<file path="src/hdl/swst_pkg.sv">
// Package for the sliding window statistics block: payload types, state codes, sizes.
`timescale 1ns / 1ps
package swst_pkg;

	localparam int DEF_MAX_WINDOW = 64;
	localparam int PRICE_W        = 16;
	localparam int MEDIAN_W       = 17;
	localparam int MEAN_W         = 24;
	localparam int CFG_W          = 7;
	localparam int FRAC_W         = 8;

	typedef struct packed {
		logic [PRICE_W-1:0] price;
		logic               start_new;
	} swst_in_t;

	typedef struct packed {
		logic [PRICE_W-1:0]  max_price;
		logic [PRICE_W-1:0]  min_price;
		logic [MEDIAN_W-1:0] median_halves;
		logic [MEAN_W-1:0]   mean_q8;
	} swst_out_t;

	typedef enum logic [2:0] {
		S_IDLE,
		S_TRIM,
		S_DROP,
		S_SCAN,
		S_DIV,
		S_EMIT
	} swst_state_t;

endpackage

</file>
<file path="src/hdl/swst_ram.sv">
// Generic single write port RAM with one registered read port.
`timescale 1ns / 1ps
module swst_ram #(
	parameter int WIDTH = 16,
	parameter int DEPTH = 64
) (
	input  logic                     clk,
	input  logic                     we,
	input  logic [$clog2(DEPTH)-1:0] waddr,
	input  logic [WIDTH-1:0]         wdata,
	input  logic [$clog2(DEPTH)-1:0] raddr,
	output logic [WIDTH-1:0]         rdata
);

	logic [WIDTH-1:0] mem [DEPTH];
	logic [WIDTH-1:0] rdata_q;

	always_ff @(posedge clk) begin
		if (we) begin
			mem[waddr] <= wdata;
		end
		rdata_q <= mem[raddr];
	end

	assign rdata = rdata_q;

endmodule

</file>
<file path="src/hdl/sliding_window_stats.sv">
// Top level: sample ring, running sum, radix median search and serial mean divider.
//
//  channel   direction  handshake             payload
//  in        input      in_valid / in_stall   in_data   (price, start_new)
//  out       output     out_valid / out_stall out_data  (max, min, median, mean)
//  cfg       input      cfg_we                cfg_wdata (window length)
//
// For each item, with L = effective window length: the sample is written into the ring,
// the oldest samples beyond L are dropped one at a time, then when the window is full
// the ring is read in 16 passes (one bit of the two middle ranks per pass, single RAM read port).
// The mean divider (one bit per cycle) runs beside the passes.
// Reset clears counts, sum and handshake state; the ring needs no clearing.
// A stalled output holds the block before it drops the oldest sample.
`timescale 1ns / 1ps
module sliding_window_stats #(
	parameter int MAX_WINDOW = swst_pkg::DEF_MAX_WINDOW
) (
	input  logic                      clk,
	input  logic                      arst_n,
	input  logic                      in_valid,
	output logic                      in_stall,
	input  swst_pkg::swst_in_t        in_data,
	output logic                      out_valid,
	input  logic                      out_stall,
	output swst_pkg::swst_out_t       out_data,
	input  logic                      cfg_we,
	input  logic [swst_pkg::CFG_W-1:0] cfg_wdata
);

	import swst_pkg::*;

	localparam int AW     = $clog2(MAX_WINDOW);
	localparam int LEN_W  = $clog2(MAX_WINDOW + 1);
	localparam int CMP_W  = (LEN_W > CFG_W) ? LEN_W : CFG_W;
	localparam int SUM_W  = PRICE_W + $clog2(MAX_WINDOW);
	localparam int DIV_W  = SUM_W + FRAC_W;
	localparam int DCNT_W = $clog2(DIV_W + 1);

	// ring slot = (base + offset) mod window capacity
	function automatic logic [AW-1:0] slot_add(input logic [AW-1:0] a,
			input logic [LEN_W-1:0] b);
		logic [LEN_W:0] s;
		s = (LEN_W+1)'(a) + (LEN_W+1)'(b);
		if (s >= (LEN_W+1)'(MAX_WINDOW)) begin
			s = s - (LEN_W+1)'(MAX_WINDOW);
		end
		return s[AW-1:0];
	endfunction

	swst_state_t         state_q, state_d;
	logic [CFG_W-1:0]    wlen_q;
	logic [LEN_W-1:0]    fill_q;
	logic [AW-1:0]       oldest_q;
	logic [SUM_W-1:0]    sum_q;

	logic [LEN_W-1:0]    iss_q;
	logic                vld_q;
	logic [PRICE_W-1:0]  bit_q, mask_q;
	logic [PRICE_W-1:0]  pa_q, pb_q, max_q, min_q;
	logic [LEN_W-1:0]    ka_q, kb_q, cnta_q, cntb_q;
	logic [LEN_W-1:0]    rem_q;
	logic [DIV_W-1:0]    dq_q;
	logic [DCNT_W-1:0]   dcnt_q;

	swst_out_t           out_q;
	logic                out_valid_q;

	logic [LEN_W-1:0]    len;
	logic [CMP_W-1:0]    wl_ext;
	logic                in_xfer, out_free, pass_done;
	logic [LEN_W-1:0]    base_fill;
	logic [AW-1:0]       base_oldest;
	logic                ram_we;
	logic [AW-1:0]       ram_waddr, ram_raddr;
	logic [PRICE_W-1:0]  rd_data;
	logic                match_a, match_b;
	logic [LEN_W:0]      div_trial;

	// effective length, saturated to 1..MAX_WINDOW
	always_comb begin
		wl_ext = CMP_W'(wlen_q);
		if (wl_ext == '0) begin
			len = LEN_W'(1);
		end else if (wl_ext > CMP_W'(MAX_WINDOW)) begin
			len = LEN_W'(MAX_WINDOW);
		end else begin
			len = LEN_W'(wl_ext);
		end
	end

	assign in_xfer     = in_valid && !in_stall;
	assign out_free    = !out_valid_q || !out_stall;
	assign pass_done   = (iss_q == len) && !vld_q;
	assign base_fill   = in_data.start_new ? '0 : fill_q;
	assign base_oldest = in_data.start_new ? '0 : oldest_q;
	assign match_a     = (((rd_data ^ pa_q) & mask_q) == '0) && ((rd_data & bit_q) == '0);
	assign match_b     = (((rd_data ^ pb_q) & mask_q) == '0) && ((rd_data & bit_q) == '0);
	assign div_trial   = {rem_q, dq_q[DIV_W-1]};

	swst_ram #(
		.WIDTH(PRICE_W),
		.DEPTH(MAX_WINDOW)
	) u_ring (
		.clk  (clk),
		.we   (ram_we),
		.waddr(ram_waddr),
		.wdata(in_data.price),
		.raddr(ram_raddr),
		.rdata(rd_data)
	);

	// next state
	always_comb begin
		state_d = state_q;
		case (state_q)
			S_IDLE: begin
				if (in_xfer) state_d = S_TRIM;
			end
			S_TRIM: begin
				if (fill_q > len) begin
					state_d = S_DROP;
				end else if (fill_q < len) begin
					state_d = S_IDLE;
				end else begin
					state_d = S_SCAN;
				end
			end
			S_DROP: state_d = S_TRIM;
			S_SCAN: begin
				if (pass_done && bit_q[0]) state_d = S_DIV;
			end
			S_DIV: begin
				if (dcnt_q == '0) state_d = S_EMIT;
			end
			S_EMIT: begin
				if (out_free) state_d = S_DROP;
			end
			default: state_d = S_IDLE;
		endcase
	end

	// handshake and ring port control
	always_comb begin
		in_stall  = 1'b1;
		ram_we    = 1'b0;
		ram_waddr = slot_add(base_oldest, base_fill);
		ram_raddr = oldest_q;
		case (state_q)
			S_IDLE: begin
				in_stall = 1'b0;
				ram_we   = in_valid;
			end
			S_SCAN:  ram_raddr = slot_add(oldest_q, iss_q);
			default: ram_raddr = oldest_q;
		endcase
	end

	// control state
	always_ff @(posedge clk or negedge arst_n) begin
		if (!arst_n) begin
			state_q     <= S_IDLE;
			wlen_q      <= CFG_W'(1);
			fill_q      <= '0;
			oldest_q    <= '0;
			sum_q       <= '0;
			out_valid_q <= 1'b0;
			dcnt_q      <= '0;
		end else begin
			state_q <= state_d;
			if (cfg_we) wlen_q <= cfg_wdata;
			// result register: set on emit, cleared once taken
			if (state_q == S_EMIT && out_free) begin
				out_valid_q <= 1'b1;
			end else if (out_valid_q && !out_stall) begin
				out_valid_q <= 1'b0;
			end
			// divider bit counter, loaded when the window is complete
			if (state_q == S_TRIM && fill_q == len) begin
				dcnt_q <= DCNT_W'(DIV_W);
			end else if (dcnt_q != '0) begin
				dcnt_q <= dcnt_q - DCNT_W'(1);
			end
			case (state_q)
				S_IDLE: begin
					if (in_xfer) begin
						fill_q   <= base_fill + LEN_W'(1);
						oldest_q <= base_oldest;
						sum_q    <= (in_data.start_new ? '0 : sum_q) + SUM_W'(in_data.price);
					end
				end
				S_DROP: begin
					sum_q    <= sum_q - SUM_W'(rd_data);
					oldest_q <= slot_add(oldest_q, LEN_W'(1));
					fill_q   <= fill_q - LEN_W'(1);
				end
				default: ;
			endcase
		end
	end

	// scan and divider datapath
	always_ff @(posedge clk) begin
		// restoring division, one quotient bit per cycle
		if (dcnt_q != '0) begin
			if (div_trial >= {1'b0, len}) begin
				rem_q <= LEN_W'(div_trial - {1'b0, len});
				dq_q  <= {dq_q[DIV_W-2:0], 1'b1};
			end else begin
				rem_q <= div_trial[LEN_W-1:0];
				dq_q  <= {dq_q[DIV_W-2:0], 1'b0};
			end
		end
		case (state_q)
			S_TRIM: begin
				iss_q  <= '0;
				vld_q  <= 1'b0;
				bit_q  <= {1'b1, {(PRICE_W-1){1'b0}}};
				mask_q <= '0;
				pa_q   <= '0;
				pb_q   <= '0;
				ka_q   <= (len - LEN_W'(1)) >> 1;
				kb_q   <= len >> 1;
				cnta_q <= '0;
				cntb_q <= '0;
				max_q  <= '0;
				min_q  <= '1;
				rem_q  <= '0;
				dq_q   <= {sum_q, {FRAC_W{1'b0}}};
			end
			S_SCAN: begin
				// issue ring reads, one per cycle
				if (iss_q < len) iss_q <= iss_q + LEN_W'(1);
				vld_q <= (iss_q < len);
				// count samples under each prefix with the current bit clear
				if (vld_q) begin
					if (rd_data > max_q) max_q <= rd_data;
					if (rd_data < min_q) min_q <= rd_data;
					if (match_a) cnta_q <= cnta_q + LEN_W'(1);
					if (match_b) cntb_q <= cntb_q + LEN_W'(1);
				end
				// settle one bit of both ranks
				if (pass_done) begin
					if (ka_q >= cnta_q) begin
						pa_q <= pa_q | bit_q;
						ka_q <= ka_q - cnta_q;
					end
					if (kb_q >= cntb_q) begin
						pb_q <= pb_q | bit_q;
						kb_q <= kb_q - cntb_q;
					end
					cnta_q <= '0;
					cntb_q <= '0;
					iss_q  <= '0;
					mask_q <= mask_q | bit_q;
					bit_q  <= bit_q >> 1;
				end
			end
			S_EMIT: begin
				if (out_free) begin
					out_q.max_price     <= max_q;
					out_q.min_price     <= min_q;
					out_q.median_halves <= MEDIAN_W'(pa_q) + MEDIAN_W'(pb_q);
					out_q.mean_q8       <= dq_q[MEAN_W-1:0];
				end
			end
			default: ;
		endcase
	end

	assign out_valid = out_valid_q;
	assign out_data  = out_q;

	// checks
	a_fill_cap: assert property (@(posedge clk) disable iff (!arst_n)
		fill_q <= LEN_W'(MAX_WINDOW))
		else $error("fill count above capacity");
	a_fill_after_in: assert property (@(posedge clk) disable iff (!arst_n)
		in_xfer |=> (fill_q != '0))
		else $error("window empty after a sample was taken");
	a_scan_full: assert property (@(posedge clk) disable iff (!arst_n)
		(state_q == S_SCAN) |-> (fill_q == len))
		else $error("scan over a window that is not full");
	a_out_from_emit: assert property (@(posedge clk) disable iff (!arst_n)
		$rose(out_valid_q) |-> $past(state_q == S_EMIT))
		else $error("result raised outside emit");

endmodule
</file>
<file path="config.mk">
export PLATFORM = sky130hd
export DESIGN_NAME = sliding_window_stats
export DESIGN_NICKNAME = d
export VERILOG_FILES = /design/src/hdl/swst_pkg.sv /design/src/hdl/swst_ram.sv /design/src/hdl/sliding_window_stats.sv
export SDC_FILE = /design/constraint.sdc
export NUM_CORES = 2
export LEC_CHECK = 0
export BUFFER_PORTS_ARGS = -buffer_cell sky130_fd_sc_hd__buf_4
export CAP_MARGIN = 20
export CORE_ASPECT_RATIO = 2
export CORE_MARGIN = 2
export CORE_UTILIZATION = 35
export DETAILED_ROUTE_END_ITERATION = 8
export PLACE_DENSITY_LB_ADDON = 0.08
export SKIP_CTS_REPAIR_TIMING = 1
export SLEW_MARGIN = 0
export SYNTH_ARGS = -nofsm -noshare
export SYNTH_HDL_FRONTEND = slang
export SYNTH_SLANG_ARGS = --single-unit
export TNS_END_PERCENT = 100
</file>
<file path="constraint.sdc">
create_clock -name clk -period 7.6 [get_ports clk]
set_clock_uncertainty 0.15 [all_clocks]
set_input_delay 1.14 -clock clk [delete_from_list [all_inputs] [get_ports clk]]
set_output_delay 1.14 -clock clk [all_outputs]
set_load 0.01 [all_outputs]
</file>
==> impl_summary.txt <==
----------------------------------------------------
[Placed design]
  Inst Count DP ... 5,595
  DPL Wire Length ... 120,000 um
  Last weighted congestion value of the routability-driven placer ... 0.842
  Number of I/O port buffers ... 103

[Drt]
  Wire length per cell after detailed routing ... 29.9 um
  Detailed-route DRC error count ... 0
  Number of optimization iterations in the first detailed-route pass ... 5
  Via/cell ratio ... around 5.4
  Iter 0 DRT Violations ... about 2,100
  Final wirelength ... approximately 170,000 um
  Via total after detailed routing ... 31,381
  Antenna violation net count after detailed routing ... 0

[Worst setup path]
  Required arrival time at the worst endpoint ... 8.12 ns
  Delay of the slowest cell on the worst path ... 0.92 ns
  Data arrival at the endpoint of the critical path ... 5.90 ns
  Worst setup SP type ... flip-flop
  CP Capture Type ... flip-flop
  Cell breakdown of the critical path ... inv_2, nor2_8, inv_4, mux2i_4, buf_12, buf_4, mux4_2, mux2i_1, mux2i_1, a32o_1, a221o_1
  Max stage delay cell, worst path ... sky130_fd_sc_hd__dfrtp_1
  Library cell appearing most often on the critical path ... sky130_fd_sc_hd__mux2i_1
  Worst Path Max Fanout ... 53
  Class of the most critical setup path ... flip-flop to flip-flop

[Power and ir drop]
  Sequential power share ... 34.7%
  Power per standard cell area ... 441 mW/mm^2
  Part of the total power dissipated in combinational logic ... 41.4%
  Sw Pwr ... 10.9 mW
  Clock share of power ... between 20% and 30%
  Internal Power ... 17.8 mW
  Pleak ... 22.6 nW
  PnR Total Power ... 28.6 mW
  Worst-case vdd ir drop ... 0.470 mV
  Fraction of power spent switching nets ... 38.0%

[Timing]
  Maximum clock frequency ... around 0.19 GHz
  Final Cycle Share ... just over 70%
  Number of max-slew violations in the final report ... 0
  Final number of setup-violating endpoints ... 0
  WHS ... 0.293 ns
  Transition time at the pin with the least slew margin ... 1.17 ns
  Shortest clock period the worst path allows after layout ... 5.39 ns
  Slew HR ... ~22%
  Final count of hold timing violations ... 0
  Setup repair after global routing missed its margin ... no
  Setup_tns ... 0 ns

[Synth]
  Sequential cell area fraction in the yosys report ... 69.7%
  Netlist Area Pre-Place ... 0.0566 sq mm
  Post-synth top area cell ... sky130_fd_sc_hd__edfxtp_1
  Number of flops mapped to enable cells by yosys ... 1,251
  Syn nets ... 3,583
  Proportion of register bits with asynchronous set or reset after synthesis ... 3.83%
  Warning count from the yosys run ... 0
  Cell variety after synth ... 77
  Number of register bits inferred by synthesis ... between 1,000 and 1,500
  Post-synth top flop ... sky130_fd_sc_hd__edfxtp_1
  Post-Syn Area per Cell ... about 17 sq um
  Area share of the leading cell type in the synthesized netlist ... 66.3%
  Ranking of synthesized cells by instance count ... sky130_fd_sc_hd__edfxtp_1, sky130_fd_sc_hd__nor2_1, sky130_fd_sc_hd__mux4_2
  Synth top area cells ... sky130_fd_sc_hd__edfxtp_1, sky130_fd_sc_hd__mux4_2, sky130_fd_sc_hd__ha_1
  Leading cell type by number of instances after synthesis ... sky130_fd_sc_hd__edfxtp_1
  Post-synthesis cell count ... 3,413

[Status]
  Status ... finished clean

[Finish]
  Filler Cell Count ... between 10,000 and 15,000
  Area added between synthesis and finish ... 14.7%
  Layout Utilization ... 40.4%
  Final std cells w/o fill ... 5,834
  Fraction of final layout cells with drive strength greater than 1 ... 19.5%
  Layout Nets ... 3,805

[Run]
  Count of max-cap constraint violations ... 0

[Floorplan]
  Placeable Area ... approximately 0.16 sq mm
  Total die area ... 0.165 sq mm
  Die height ... 573 um
  Starting utilization of the core area ... 35.3%
  Die W ... a little under 300 um
  Placement Rows ... 208
  I/O pin count ... 104

[Clocking]
  H-tree depth ... 4
  Buffer levels on the longest clock path ... 4
  Clock tree from TritonCTS ... built
  Master cell of the clock root buffer ... sky130_fd_sc_hd__clkbuf_16
  Clock buffer count from CTS ... 138
  Sinks on Clock Net ... approximately 1,300
  Clock-pin slew reported for the worst setup and hold paths after clock tree synthesis ... ~0.070 ns
  Insertion delay to the later sink of the worst-skew pair ... 0.78 ns

[Hold path]
  Class of the most critical hold timing path ... input pin to async pin

[GRT]
  Via count of the first global-routing pass ... ~34,000
  Initial antenna violation count ... 2
  Global-route wire length before repair ... 247,000 um
  Global-route usage over all layers ... 21.1%
  Largest net degree at the start of global routing ... approximately 90
  GRT Residual Overflow ... 0

----------------------------------------------------
state kept, by name, summed over array words and instances, names as in the netlist, 3 cells and up:
name	cells
mask_q	16
fill_q	7
out_data	73
oldest_q	6
state_q	3
u_ring.mem	1024
cnta_q	7
rem_q	7
wl_ext	7
ka_q	7
pb_q	16
dq_q	30
sum_q	22
max_q	16
bit_q	16
min_q	16
iss_q	7
pa_q	16
cntb_q	7
kb_q	7
u_ring.rdata	16
dcnt_q	5
layout by cell type (no fill, tap or decap), drive strengths merged, types with 10 or more instances in the layout:
master / n
nand4: 24
mux2: 10
ha: 133
and3: 28
nand2b: 17
edfxtp: 1251
a32o: 17
a21oi: 85
a211oi: 57
o21a: 24
a31oi: 41
a22o: 30
o21ai: 71
mux4: 256
clkbuf: 160
bufinv: 16
dfrtp: 50
clkinv: 53
nor2: 285
nor3: 25
inv: 110
nand3b: 18
xor2: 56
a22oi: 15
nand2: 233
and2: 39
a221o: 16
xnor2: 60
nor2b: 41
buf: 229
nand3: 53
a21o: 36
dfxtp: 31
mux2i: 60
per-stage QoR:
step | instance area [sq um] | setup WS, ns
final | 65000 | 2.21
after global routing | 64900 | 1.85
after CTS | 64900 | 2.10
after detailed placement | 60500 | 2.11
after global placement | 60500 | 2.22
after floorplan | 56600 | 2.32
power groups by stage:
stage / registers [mW] / logic [mW] / clock network [mW]
global placement: 10.1 / 11.9 / 0
floorplan: 9.68 / 7.94 / 0
detailed placement: 10.1 / 12.1 / 0
CTS: 9.93 / 12.2 / 7.03
finish: 9.92 / 11.9 / 6.85
global route: 10.0 / 12.8 / 7.26
kinds of logic (layout without fill, tap and decap cells):
| kind of cell | Yosys count | count (layout) | share of synthesized area [%] |
|---|---|---|---|
| compound gates | 461 | 461 | 5.66 |
| xor+xnor | 116 | 116 | 1.79 |
| fa+ha+maj | 141 | 141 | 3.22 |
| buf+inv | 255 | 574 | 1.91 |
| flops | 1333 | 1333 | 69.7 |
| mux | 326 | 326 | 11.5 |
| other cells | 0 | 2 | 0 |
| simple gates | 781 | 781 | 6.26 |
path summary, 6_finish.rpt:
kind | endpoint | cells after the start | start | slack (ns)
setup / recovery | u_ring.rdata[7] | 11 | state_q[1] | 2.21
hold / removal | sum_q[20] | 1 | arst_n | 0.29
setup reg to reg | u_ring.rdata[7] | 11 | state_q[1] | 2.21
hold reg to reg | out_data[41] | 0 | min_q[0] | 0.30
max in group asynchronous | oldest_q[0] | 1 | arst_n | 6.46
min in group clk | out_data[41] | 0 | min_q[0] | 0.30
worst max-delay path, delay by kind of cell, from the launching register on:
kind / cells / cell delay [ns]
buffers and inverters: 4 / 1.70
muxes: 4 / 1.32
DFF: 1 / 0.92
AOI/OAI and AO/OA: 2 / 0.55
and+or+nand+nor: 1 / 0.46
layer usage:
layer	track usage, %	part of all wire [%]	wire (um)	up-vias
li1	-	-	-	13809
met1	21.9	34	60100	16521
met3	2.05	3.1	5350	296
met2	41.0	56	98400	755
met5	0	0	0	-
met4	11.2	6.1	10600	0
final cells by class:
type                       count  area, sq um  share of cell area (%)
multi-input combinational   1825        16200                    24.9
timing repair buffer         229         1800                    2.77
sequential                  1333        39500                    60.8
antenna                        2         5.00                 0.00771
clock inverter                77          803                    1.24
clock buffer                 160         3650                    5.62
inverter                     108          408                   0.628
tap                         2100         2630                    4.05
No activity file was read; power rests on OpenSTA's default activity.
